[config.mk]
export PLATFORM = sky130hd
export DESIGN_NAME = mbpm_front
export DESIGN_NICKNAME = d
export VERILOG_FILES = /design/src/rtl/core/mbpm_pkg.sv /design/src/rtl/core/mbpm_front.sv
export SDC_FILE = /design/constraint.sdc
export NUM_CORES = 1
export LEC_CHECK = 0
export ABC_AREA = 0
export BUFFER_PORTS_ARGS = -buffer_cell sky130_fd_sc_hd__buf_2
export CELL_PAD_IN_SITES_DETAIL_PLACEMENT = 0
export CELL_PAD_IN_SITES_GLOBAL_PLACEMENT = 1
export CORE_MARGIN = 5
export CORE_UTILIZATION = 50
export DETAILED_ROUTE_END_ITERATION = 10
export PLACE_DENSITY_LB_ADDON = 0.1
export SLEW_MARGIN = 20
export SYNTH_ARGS = -nofsm -noshare
export SYNTH_HDL_FRONTEND = slang
export SYNTH_SLANG_ARGS = --single-unit
[constraint.sdc]
create_clock -name clk -period 3.8 [get_ports clk]
set_clock_uncertainty 0.15 [all_clocks]
set_input_delay 0.76 -clock clk [delete_from_list [all_inputs] [get_ports clk]]
set_output_delay 0.76 -clock clk [all_outputs]
set_load 0.05 [all_outputs]
[src/rtl/core/mbpm_pkg.sv]
// Shared definitions for the multi bracket pair matcher.
// Holds sizes, register indexes, reset values and the front-to-back op and result types.
// Depends on nothing.
package mbpm_pkg;

	localparam int PAIR_TYPES_DEF  = 4;
	localparam int STACK_DEPTH_DEF = 256;
	localparam int MAX_LEN_DEF     = 4096;

	localparam int SYM_W       = 8;
	localparam int POS_W       = 12;
	localparam int KEY_BYTES   = 4;
	localparam int TYPE_W      = 2;
	localparam int CNT_W       = 3;
	localparam int CFG_IDX_W   = 3;
	localparam int CFG_DATA_W  = 32;
	localparam int OUT_DATA_W  = 32;
	localparam int QUEUE_DEPTH = 4;

	typedef enum logic [CFG_IDX_W-1:0] {
		REG_OPEN_CHARS       = 3'd0,
		REG_CLOSE_CHARS      = 3'd1,
		REG_PAIR_TYPES_USED  = 3'd2,
		REG_BREAK_CHARS      = 3'd3,
		REG_BREAK_CHARS_USED = 3'd4
	} cfg_reg_t;

	localparam logic [CFG_DATA_W-1:0] OPEN_CHARS_RST       = 32'd1013144360;
	localparam logic [CFG_DATA_W-1:0] CLOSE_CHARS_RST      = 32'd1046307113;
	localparam logic [CNT_W-1:0]      PAIR_TYPES_USED_RST  = 3'd4;
	localparam logic [CFG_DATA_W-1:0] BREAK_CHARS_RST      = 32'd38;
	localparam logic [CNT_W-1:0]      BREAK_CHARS_USED_RST = 3'd1;

	typedef struct packed {
		logic              brk;
		logic              is_open;
		logic              is_close;
		logic [TYPE_W-1:0] kind;
		logic              last;
	} op_t;

	typedef struct packed {
		logic             error_seen;
		logic [POS_W-1:0] close_pos;
		logic [POS_W-1:0] open_pos;
	} res_t;

endpackage

[src/rtl/core/mbpm_front.sv]
// Front end: configuration registers and character classification.
// Turns each accepted character into an op for the queue. Uses mbpm_pkg.
module mbpm_front
	import mbpm_pkg::*;
#(
	parameter int PAIR_TYPES = PAIR_TYPES_DEF
) (
	input  logic                  clk,
	input  logic                  arst_n,
	input  logic                  cfg_valid,
	output logic                  cfg_ready,
	input  logic [CFG_IDX_W-1:0]  cfg_index,
	input  logic [CFG_DATA_W-1:0] cfg_data,
	input  logic                  s_tvalid,
	output logic                  s_tready,
	input  logic [SYM_W-1:0]      s_tdata,
	input  logic                  s_tlast,
	output logic                  q_valid,
	input  logic                  q_ready,
	output op_t                   q_op
);

	localparam int NCMP = (PAIR_TYPES < KEY_BYTES) ? PAIR_TYPES : KEY_BYTES;

	logic [CFG_DATA_W-1:0] open_chars_q;
	logic [CFG_DATA_W-1:0] close_chars_q;
	logic [CFG_DATA_W-1:0] break_chars_q;
	logic [CNT_W-1:0]      pair_types_q;
	logic [CNT_W-1:0]      break_used_q;

	logic [CNT_W-1:0]  n_types;
	logic [CNT_W-1:0]  n_breaks;
	logic              brk_hit;
	logic              open_hit;
	logic              close_hit;
	logic [TYPE_W-1:0] open_idx;
	logic [TYPE_W-1:0] close_idx;

	assign cfg_ready = 1'b1;

	always_ff @(posedge clk or negedge arst_n) begin
		if (!arst_n) begin
			open_chars_q  <= OPEN_CHARS_RST;
			close_chars_q <= CLOSE_CHARS_RST;
			pair_types_q  <= PAIR_TYPES_USED_RST;
			break_chars_q <= BREAK_CHARS_RST;
			break_used_q  <= BREAK_CHARS_USED_RST;
		end else if (cfg_valid) begin
			unique case (cfg_reg_t'(cfg_index))
				REG_OPEN_CHARS:       open_chars_q  <= cfg_data;
				REG_CLOSE_CHARS:      close_chars_q <= cfg_data;
				REG_PAIR_TYPES_USED:  pair_types_q  <= cfg_data[CNT_W-1:0];
				REG_BREAK_CHARS:      break_chars_q <= cfg_data;
				REG_BREAK_CHARS_USED: break_used_q  <= cfg_data[CNT_W-1:0];
				default: ;
			endcase
		end
	end

	always_comb begin
		n_types   = (pair_types_q > CNT_W'(NCMP)) ? CNT_W'(NCMP) : pair_types_q;
		n_breaks  = (break_used_q > CNT_W'(KEY_BYTES)) ? CNT_W'(KEY_BYTES) : break_used_q;
		brk_hit   = 1'b0;
		open_hit  = 1'b0;
		close_hit = 1'b0;
		open_idx  = '0;
		close_idx = '0;
		for (int t = 0; t < KEY_BYTES; t++) begin
			if (CNT_W'(t) < n_breaks && break_chars_q[t*SYM_W +: SYM_W] == s_tdata) begin
				brk_hit = 1'b1;
			end
		end
		for (int t = 0; t < NCMP; t++) begin
			if (!open_hit && CNT_W'(t) < n_types &&
			    open_chars_q[t*SYM_W +: SYM_W] == s_tdata) begin
				open_hit = 1'b1;
				open_idx = TYPE_W'(t);
			end
			if (!close_hit && CNT_W'(t) < n_types &&
			    close_chars_q[t*SYM_W +: SYM_W] == s_tdata) begin
				close_hit = 1'b1;
				close_idx = TYPE_W'(t);
			end
		end
	end

	assign q_valid       = s_tvalid;
	assign s_tready      = q_ready;
	assign q_op.brk      = brk_hit;
	assign q_op.is_open  = open_hit;
	assign q_op.is_close = close_hit;
	assign q_op.kind     = open_hit ? open_idx : close_idx;
	assign q_op.last     = s_tlast;

endmodule

Word level (Yosys, flattened, before mapping):

Index checks and enable logic that the tools add are counted.

* equal/unequal tests: 16
* $lt $le $gt $ge: 10
* multiplexer cells: 21
* reductions and logical operators: 30

Operator list (number)
* $eq A8 B8 Y1: 12
* $logic_and A1 B1 Y1: 18
* $mux W1: 14
* $lt A1 B3 Y1 const A: 4
* $lt A2 B3 Y1 const A: 4
* $mux W2: 5
* $reduce_and A2 Y1: 5
* $eq A3 B2 Y1 const B: 2
* $gt A3 B3 Y1 const B: 2
* $logic_not A1 Y1: 6
* $mux W3: 2
* $eq A3 B1 Y1 const B: 1
* $eq A3 B3 Y1 const B: 1
* $logic_not A3 Y1: 1

* bits of input ports: 49
* register bits after elaboration: 102
* output and inout port bits: 9

Logic depth before layout (Yosys ltp):

* depth in word-level cells: 18
* gate-level depth with buffers: 7
* mapped depth without buffers: 6

Worst setup path before layout:

OpenSTA, ideal clock, no wires.

* kind: input port to output port
* start point: input port s_tdata[1]
* end point: output port q_op[2] in the netlist's numbering
* cell stages on the path: 7
* required time: 2.890 ns
* data arrival time: 2.379 ns
* setup slack: 0.511 ns
* buffers on the path: 1
* cell sequence: buf_4 xnor2_1 nand4_1 nor4_1 nand2b_1 nand2_1 a21oi_1

RTL lines
* start: declaration: line mbpm_front.sv:16 `input logic [SYM_W-1:0] s_tdata,`
* end: declaration: line mbpm_front.sv:20 `output op_t q_op`

==> metrics.txt <==
status finished, final reports clean; routed len/inst 19.77 um; Detailed Route WL 11570 um; die area 0.01269 mm^2; sequential cell area 0.002597 mm^2; vias in the first global route 3411; Critical Path, Cell by Cell buf_2 -> xnor2_1 -> nand3_1 -> or4_1 -> and2_1 -> nand2_1 -> a21oi_1 -> buf_2; Die H 112.7 um; Worst path slowest cell or4_1; CP delay by family, top simple AND/OR/NAND/NOR gates; clk sinks 102; initial antenna violation count 0; n_diodes 0; Synth cell types 33; post-synth top area share 31.34%; post-synthesis simple-gate area fraction 7.740%; Min Hold Slack 289.7 ps; crit-path max FO 12; TritonRoute pass-1 iters 4; syn_nets 452; Setup Viol. Count Final 0; final worst setup slack 387.6 ps; largest family of logic cells by synthesized area multiplexers; crit path time final 3412 ps; global route overflow 0; IO buf count 50; synthesis warning total 0; adder-cell area share of the yosys netlist 0%; pre-CTS WS 371.6 ps; Synth Area in XOR/XNOR 16.24%; pwr/cell area 511.1 mW/mm^2; final core utilization 55.50%; Synth Area in Compound Gates 1.021%; WS Path Type in2out; Multi-input gate area 0.002476 mm^2; worst slew pin tran 771.8 ps; Antenna Nets Post-Route 0; vias per inst 5.405; Initial Utilization 51.05%; Synth area leaders dfrtp_1 (31%), mux2_2 (22%), dfstp_2 (18%), xor2_1 (9.1%), xnor2_1 (6.5%); f_max 293.0 MHz; CP required 2890 ps; post-synthesis cell area 0.005270 mm^2; H-tree lvl count 3; cell taking the most area after synthesis dfrtp_1; cts hold-fix bufs 0; TritonCTS clock tree built; Critical Path AT 2500 ps; layout cells sized above 1 47.22%; most frequent cells in the layout mux2_2 (101), dfrtp_1 (66), xor2_1 (55); Area Growth Syn to Fin 8.713%; CP peak stage delay 510 ps; Synth Instances 403; GPL Wtd Cong 0.7957; max_cap viols 0; # nets final 493; Std-Cell Rows 37; Ports 58; Core Area 0.01032 mm^2; DRC 0; crit end category primary output; root buffer cell clkbuf_8; Layout Cell Area excl Fill 0.005729 mm^2; 1st-iter DRT viols 96; CTS-repair resized insts 0; Yosys reg bits 102; Max Slew Vio Count 0; RSZ-0062 raised after global routing no; syn_area_per_cell 13.08 um^2; Max Root-Sink Buffers 2; Most common cell on crit path buf_2; overall routing resource usage 19.13%; first-pass GRT wire length 18910 um; commonest non-fill, non-tap cell in the layout mux2_2; Worst-Skew Late Latency 370 ps; largest net degree at the start of global routing 88; cts bufs inserted 9; mux share of post-synthesis cell area 21.79%; Lkg Pwr 2.362 nW; TNS Setup 0 ps; slew margin rel. 48.55%; final hold viol count 0; Clock transition at path regs 90 ps; Setup Buffers After CTS 0; hpwl dp 8097 um; final period utilization 89.80%; fillcell total 867; sequential-to-total area share from yosys stat 49.29%; worst min path class in2async; die width 112.7 um; worst IR drop on VDD 0.0002515 V; Bufs and invs on worst path 2; Post-DP Area 0.005534 mm^2; crit path launch type primary input; vias post-DR 3162
-- where the power goes --
group | leakage, nW | switching [W] | total (W) | internal [W]
clock network | 0.0939 | 0.000375 | 0.000683 | 0.000308
logic | 1.10 | 0.000297 | 0.000662 | 0.000365
registers | 1.17 | 0.000194 | 0.00158 | 0.00139
-- flip-flops by register name, summed over array words and instances (netlist names) --
register / count
close_chars_q: 32
pair_types_q: 3
open_chars_q: 32
break_chars_q: 32
break_used_q: 3
-- area by class of cell --
| type | instances | area share (%) |
|---|---|---|
| sequential | 102 | 45.34 |
| clock inverter | 5 | 1.048 |
| timing repair buffer | 55 | 5.132 |
| clock buffer | 11 | 2.293 |
| multi-input combinational | 276 | 43.22 |
| tap | 136 | 2.970 |
-- routing by layer --
layer  global-route usage, %  routed length, um
met1                   26.10               5370
met2                   31.60               5678
met3                   3.342                398
met4                   5.048                120
met5                       0                  0
-- path summary, 6_finish.rpt --
check | to | cells past startpoint | start | slack, ps
min in group clk | break_chars_q[25]$_DFFE_PN0P_ | 1 | break_chars_q[25]$_DFFE_PN0P_ | 390
min | break_chars_q[6]$_DFFE_PN0P_ | 1 | arst_n | 290
min reg2reg | break_chars_q[25]$_DFFE_PN0P_ | 1 | break_chars_q[25]$_DFFE_PN0P_ | 390
max | q_op[2] | 8 | s_tdata[6] | 390
max reg2reg | break_used_q[2]$_DFFE_PN0P_ | 1 | break_used_q[2]$_DFFE_PN0P_ | 2790
max in group asynchronous | close_chars_q[18]$_DFFE_PN1P_ | 2 | arst_n | 2390
-- kinds of logic (layout without fill, tap and decap cells) --
group	count (synthesis)	after routing
xor+xnor	96	96
simple gates	68	68
compound gates	9	9
flops	102	102
other cells	1	1
buf+inv	25	71
mux	102	102
-- through the flow --
step                      cells  power [W]
final                       585   0.002928
after global placement      569   0.002252
after CTS                   585   0.002962
after global routing        585   0.003097
after floorplan             403   0.002070
after detailed placement    569   0.002269
-- Yosys cell counts --
master	count
a21o_1	1
a21oi_1	2
a31oi_1	2
and2_1	1
and3b_1	1
buf_2	3
buf_4	14
buf_6	7
clkbuf_1	1
conb_1	1
dfrtp_1	66
dfstp_2	36
mux2_1	1
mux2_2	101
nand2_1	10
nand2b_1	3
nand3_1	8
nand4_1	11
nand4b_1	2
nor2_1	3
nor2b_1	1
nor3_1	9
nor3b_2	1
nor4_1	13
nor4_2	2
nor4b_2	1
o2111ai_1	1
o21ai_0	3
or3_1	1
or4_1	1
xnor2_1	39
xor2_1	55
xor2_2	2
Power figures use the tool's default switching activity.
