`config.mk`:
```
export PLATFORM = sky130hd
export DESIGN_NAME = mbpm_queue
export DESIGN_NICKNAME = d
export VERILOG_FILES = /design/src/rtl/core/mbpm_pkg.sv /design/src/rtl/core/mbpm_queue.sv
export SDC_FILE = /design/constraint.sdc
export NUM_CORES = 1
export LEC_CHECK = 0
export BUFFER_PORTS_ARGS = -buffer_cell sky130_fd_sc_hd__buf_2
export CORE_MARGIN = 2
export CORE_UTILIZATION = 50
export CTS_BUF_LIST = sky130_fd_sc_hd__clkbuf_4
export DETAILED_ROUTE_END_ITERATION = 7
export GPL_ROUTABILITY_DRIVEN = 0
export PLACE_DENSITY = 0.75
export SETUP_SLACK_MARGIN = 0.5
export SLEW_MARGIN = 30
export SYNTH_ARGS = -nofsm -noshare
export SYNTH_HDL_FRONTEND = slang
export SYNTH_SLANG_ARGS = --single-unit
```
`constraint.sdc`:
```
create_clock -name clk -period 2.05 [get_ports clk]
set_input_delay 0.205 -clock clk [delete_from_list [all_inputs] [get_ports clk]]
set_output_delay 0.205 -clock clk [all_outputs]
set_load 0.01 [all_outputs]
```
`src/rtl/core/mbpm_pkg.sv`:
```
// Shared definitions for the multi bracket pair matcher.
// Holds sizes, register indexes, reset values and the front-to-back op and result types.
// Depends on nothing.
package mbpm_pkg;

	localparam int PAIR_TYPES_DEF  = 4;
	localparam int STACK_DEPTH_DEF = 256;
	localparam int MAX_LEN_DEF     = 4096;

	localparam int SYM_W       = 8;
	localparam int POS_W       = 12;
	localparam int KEY_BYTES   = 4;
	localparam int TYPE_W      = 2;
	localparam int CNT_W       = 3;
	localparam int CFG_IDX_W   = 3;
	localparam int CFG_DATA_W  = 32;
	localparam int OUT_DATA_W  = 32;
	localparam int QUEUE_DEPTH = 4;

	typedef enum logic [CFG_IDX_W-1:0] {
		REG_OPEN_CHARS       = 3'd0,
		REG_CLOSE_CHARS      = 3'd1,
		REG_PAIR_TYPES_USED  = 3'd2,
		REG_BREAK_CHARS      = 3'd3,
		REG_BREAK_CHARS_USED = 3'd4
	} cfg_reg_t;

	localparam logic [CFG_DATA_W-1:0] OPEN_CHARS_RST       = 32'd1013144360;
	localparam logic [CFG_DATA_W-1:0] CLOSE_CHARS_RST      = 32'd1046307113;
	localparam logic [CNT_W-1:0]      PAIR_TYPES_USED_RST  = 3'd4;
	localparam logic [CFG_DATA_W-1:0] BREAK_CHARS_RST      = 32'd38;
	localparam logic [CNT_W-1:0]      BREAK_CHARS_USED_RST = 3'd1;

	typedef struct packed {
		logic              brk;
		logic              is_open;
		logic              is_close;
		logic [TYPE_W-1:0] kind;
		logic              last;
	} op_t;

	typedef struct packed {
		logic             error_seen;
		logic [POS_W-1:0] close_pos;
		logic [POS_W-1:0] open_pos;
	} res_t;

endpackage

```
`src/rtl/core/mbpm_queue.sv`:
```
// Short queue of classified ops between the front and back ends.
// Lets either side stall on its own. Uses mbpm_pkg.
module mbpm_queue
	import mbpm_pkg::*;
(
	input  logic clk,
	input  logic arst_n,
	input  logic in_valid,
	output logic in_ready,
	input  op_t  in_op,
	output logic out_valid,
	input  logic out_ready,
	output op_t  out_op
);

	localparam int PW = $clog2(QUEUE_DEPTH);
	localparam int CW = $clog2(QUEUE_DEPTH + 1);

	op_t           slot_q [QUEUE_DEPTH];
	logic [PW-1:0] wr_ptr_q;
	logic [PW-1:0] rd_ptr_q;
	logic [CW-1:0] count_q;
	logic          push;
	logic          pop;

	assign in_ready  = count_q != CW'(QUEUE_DEPTH);
	assign out_valid = count_q != '0;
	assign out_op    = slot_q[rd_ptr_q];
	assign push      = in_valid && in_ready;
	assign pop       = out_valid && out_ready;

	always_ff @(posedge clk or negedge arst_n) begin
		if (!arst_n) begin
			wr_ptr_q <= '0;
			rd_ptr_q <= '0;
			count_q  <= '0;
		end else begin
			if (push) begin
				wr_ptr_q <= (wr_ptr_q == PW'(QUEUE_DEPTH - 1)) ? '0 : wr_ptr_q + PW'(1);
			end
			if (pop) begin
				rd_ptr_q <= (rd_ptr_q == PW'(QUEUE_DEPTH - 1)) ? '0 : rd_ptr_q + PW'(1);
			end
			if (push && !pop) begin
				count_q <= count_q + CW'(1);
			end else if (pop && !push) begin
				count_q <= count_q - CW'(1);
			end
		end
	end

	always_ff @(posedge clk) begin
		if (push) begin
			slot_q[wr_ptr_q] <= in_op;
		end
	end

endmodule

```
# ---- Yosys cells after proc, flatten, opt, wreduce, memory -nomap -nowiden
# Memories as Yosys holds them, arrays and structs flattened.
# Index checks and enable logic that the tools add are counted.
dict set report totals {
  memories 1
  latchBits 0
  out_inout_bits 8
  word_cells 25
  ramBits 24
  reg_bits 7
  mem_bits_ro 0
}
# name words word_bits rd rd_ports_with_merged_regs wr line_no
set mem_list {}
lappend mem_list {slot_q 4 6 1 0 1 mbpm_queue.sv:19} ;# op_t slot_q [QUEUE_DEPTH];
dict set report classes {
  n_mux 6
  order_cmp 0
  reduce_logical 8
  add_sub_neg 4
  shifts 0
  n_div 0
  n_eq_ne 3
  mul 0
  bitwise_logic 0
}
# operator count
set op_table {}
lappend op_table {{2-to-1 mux 3 bit} 2}
lappend op_table {{adder 2 x 1 -> 2 bit (second input constant)} 2}
lappend op_table {{equality test 2 bit (second input constant)} 2}
lappend op_table {{logical AND 1 bit} 4}
lappend op_table {{2-to-1 mux 2 bit} 2}
lappend op_table {{adder 3 x 1 -> 3 bit (second input constant)} 1}
lappend op_table {{!= test 3 bit (second input constant)} 1}
lappend op_table {{nonzero test 3 bit} 1}
lappend op_table {{subtractor 3 x 1 -> 3 bit (second input constant)} 1}
lappend op_table {{logical NOT 1 bit} 2}
lappend op_table {{2-to-1 mux 1 bit} 2}
lappend op_table {{nonzero test 2 bit} 1}

# ---- Longest topological paths before layout
dict set report logic_depth {
  ltp_word 6
  depth_mapped 8
  mapped_depth_nobuf 8
}

# ---- Least setup slack after synthesis
# No wires, ideal clock.
dict set report synth_path {
  kind {flip-flop to flip-flop}
  startpoint {reg count_q[2]}
  endpoint {reg count_q[2]}
  period_less_slack_ps 1965
  t_required_ps 1971
  path_stages_with_launch 9
  t_arrival_ps 1885
  path_slack_ps 85
  n_path_buf 0
  path_cell_list {dfrtp_1 or3_4 nand2_4 ha_1 inv_1 fa_1 xor2_1 nor2_1 xor2_1}
}
dict set report synth_via {
  elab_chain_cells 5
}
# item line_no
set synth_rtl {}
lappend synth_rtl {{start: declaration} mbpm_queue.sv:22} ;# logic [CW-1:0] count_q;
lappend synth_rtl {{start signal: assignment} mbpm_queue.sv:45} ;# count_q <= count_q + CW'(1);
lappend synth_rtl {{start signal: assignment} mbpm_queue.sv:47} ;# count_q <= count_q - CW'(1);
lappend synth_rtl {{nonzero test 3 bit (*)} mbpm_queue.sv:27} ;# assign out_valid = count_q != '0;
lappend synth_rtl {{net out_valid} mbpm_queue.sv:11} ;# output logic out_valid,
lappend synth_rtl {{logical AND 1 bit (*)} mbpm_queue.sv:30} ;# assign pop = out_valid && out_ready;
lappend synth_rtl {{logical NOT 1 bit} mbpm_queue.sv:44} ;# if (push && !pop) begin
lappend synth_rtl {{logical AND 1 bit} mbpm_queue.sv:44}
lappend synth_rtl {{2-to-1 mux 3 bit / nonzero test 2 bit (equally long branches)} --}
# The timed path passes the listed nets; every way through them passes the cells marked *. The select of a mux whose other input is x is not followed.
# A chain may end at the register's enable or synchronous reset.

# ---- Worst setup path after layout
dict set report layout_path {
  startpoint {reg count_q[1]}
  endpoint {reg count_q[2]}
}
dict set report layout_via {
  elab_chain_cells 5
}
# item
set layout_rtl {}
lappend layout_rtl {{parallel branches: the longest is 5 deep, another holds subtractor 3 x 1 -> 3 bit}}
# Several ways; the timed one is not identified. The select of a mux whose other input is x is not followed.

==> flow_summary.yaml <==
run_status:
  outcome: "finished clean"
clock_tree:
  clkTransAtPathRegs_ns: 0.09
  cts_made_buffers: 5
  cts_tree: "built"
  cts_sinks: 31
  h-tree-depth: 2
  clkLatencyLatePin_ns: 0.32
  cts.path.max_buffers: 2
  cts_root_buffer: "clkbuf_4"
yosys:
  synth-edff-count: 24
  synth.distinct_cells: 18
  yosysWarnings: 0
  async_flop_share_pct: 22.6
  synth_top_area_cell: "edfxtp_1"
  synthesis.area_um2: 1310
  yosys_register_bits: 31
  yosysSeqAreaShare_pct: 68.2
  synth_area_leaders: "edfxtp_1, dfrtp_1, mux4_2"
  synth.avg_cell_area_um2: 19.0
  ys.flop_type: "edfxtp_1"
  syn_nets: 86
  yosysMostFrequentCell: "edfxtp_1"
  syn_inst: 69
  synth_top_area_share_pct: 54.9
  synth_commonest_cells: "edfxtp_1, dfrtp_1, ha_1, mux4_2"
sta:
  rsz0062_at_grt: "true"
  fin_skew_ns: 0.0101
  max_slew_margin_pct: 77.5
  slew_violations: 0
  setup_ws_ns: 0.146
  post-route-period-util_pct: 92.9
  min_period_ns: 1.90
  worst_pin_slew_ns: 0.338
  finalHoldViolations: 0
  setup_viol: 0
  max_freq_mhz: 525
  tns_ns: 0
power:
  vdd_drop_max_mv: 0.938
  p_leak_nw: 0.654
  p_per_area_nw_per_um2: 1420
min_path:
  hold_class: "input port to register"
routing:
  num_vias: 700
  wirelength_mm: 2.15
  ant_nets: 0
  drc: 0
  drtIter0Drc: 5
  wl_per_cell_um: 16.1
  first_pass_iters: 4
  via_per_inst: 5.22
global_routing:
  grt_start_max_net_pins: 10
  grt_util_met1_pct: 18.2
  antenna_found_initial: 0
  grt_pass1_vias: 759
  overflow: 0
  busiest_layer: "met2"
  grt_first_pass_wirelength_mm: 3.51
  met3_usage_pct: 4.45
  use_met2_pct: 25.5
  grt_usage_pct: 15.6
critical_path:
  crit_fanout: 2
  path_depth: 8
  crit_path_cell_trace: "or3_4, nand2_4, ha_4, inv_2, fa_2, xor2_1, nor2_1, xor2_1"
  slowest_stage: "or3_4"
  r2r_start: "count_q[1]"
  worstSetupPathType: "register to register"
  reg2reg_setup_slack_ns: 0.15
  end_kind: "register"
  start_kind: "register"
  crit_start: "count_q[1]"
  cp.arrival_ns: 2.11
  crit_required_ns: 2.26
  max_stage_delay_ns: 0.42
  cpLargestDelayFamily: "simple AND/OR/NAND/NOR gates"
  cpMostUsedCell: "xor2_1"
  path_buf_inv: 1
  crit-reg2reg-capture: "count_q[2]"
  crit_end: "count_q[2]"
  r2r_cells: 8
flow_run:
  max_cap_violations: 0
cells_and_area:
  areaGrowthSynthToFinish_pct: 23.9
  drive_gt1_share_pct: 56.7
  nNetsFinal: 121
  antenna_cells: 0
floorplanning:
  core_um2: 2480
  boundaryPins: 18
  start_util_pct: 53.0
  rows: 18
  fp.dieH_um: 55.3
  die_width_um: 55.3
  die_area_um2: 3050
placed_design:
  pre_cts_ws_ns: 0.116
  numPortBuffers: 17
  hpwl_mm: 1.37
## final cells by class
type,count,area (um^2)
Tap cell,30,37.5
Fill cell,177,850
Multi-Input combinational cell,33,432
Timing Repair Buffer,30,198
Sequential cell,31,897
Clock buffer,7,52.6
Inverter,3,11.3
## kinds of logic after synthesis
family / Yosys count / synth area share (%)
multiplexers: 11 / 15.1
adder cells (fa/ha/maj): 7 / 7.24
flip-flops: 31 / 68.2
XOR/XNOR: 3 / 2.00
AND/OR/NAND/NOR: 11 / 5.05
AO/OA/AOI/OAI: 1 / 0.857
buffers and inverters: 5 / 1.52
## worst reg2reg max path: cells and delay by family (launching register included)
| kind | cells | cell delay [ns] |
|---|---|---|
| simple gates | 3 | 0.59 |
| fa+ha+maj | 2 | 0.45 |
| xor+xnor | 2 | 0.31 |
| buf+inv | 1 | 0.03 |
| flops | 1 | 0.39 |
## power by group
part | total [mW] | switching [mW] | internal (mW)
Sequential | 0.989 | 0.129 | 0.860
Clock | 0.341 | 0.185 | 0.156
Combinational | 0.983 | 0.411 | 0.572
Total | 2.31 | 0.725 | 1.59
## cells in the final DEF (no fill, tap or decap), types with 2 or more instances in the layout
cell type / Yosys / layout
xor2_1: 2 / 2
and2_2: 0 / 4
edfxtp_1: 24 / 24
nor2_1: 4 / 3
mux2_4: 2 / 3
mux4_2: 6 / 6
inv_1: 3 / 2
buf_6: 0 / 2
mux2_2: 3 / 2
buf_2: 1 / 15
buf_4: 0 / 12
ha_1: 6 / 5
dfrtp_1: 7 / 6
clkbuf_4: 0 / 7
## what timing repair did
action	in CTS	in global routing
hold buffers	1	0
buffers inserted	9	2
hold endpoints to repair	7	0
pin swaps	3	0
setup endpoints to repair	32	32
gates resized for setup	7	2
## stage by stage
stage	utilization, %	hold WS [ns]	cell area [um^2]	total power, mW	cells
global placement	58.7	0.0462	1450	1.74	115
floorplan	-	-0.0906	1330	1.56	69
finish	65.7	0.0942	1630	2.31	134
global route	65.7	0.0818	1630	2.45	134
detailed placement	58.7	0.0495	1450	1.79	115
CTS	64.5	0.0912	1600	2.26	132
## sequential cells by signal, indices dropped and copies added (netlist names)
| signal | flops |
|---|---|
| wr_ptr_q | 2 |
| count_q | 3 |
| slot_q | 24 |
| rd_ptr_q | 2 |
## per-layer routing
metal | wire [um] | up-vias
met3 | 88 | 5
li1 | - | 326
met2 | 1160 | 17
met5 | 0 | -
met4 | 41 | 0
met1 | 868 | 352
## how the worst min path moves through the flow
stage               startpoint      endpoint  depth (start not counted)
floorplan               arst_n    count_q[0]                          0
global placement        arst_n   wr_ptr_q[0]                          1
detailed placement      arst_n    count_q[1]                          1
CTS                   in_op[0]  slot_q[2][0]                          1
global route          in_op[2]  slot_q[2][2]                          1
finish                in_op[0]  slot_q[2][0]                          1
No activity file was read; power rests on OpenSTA's default activity.
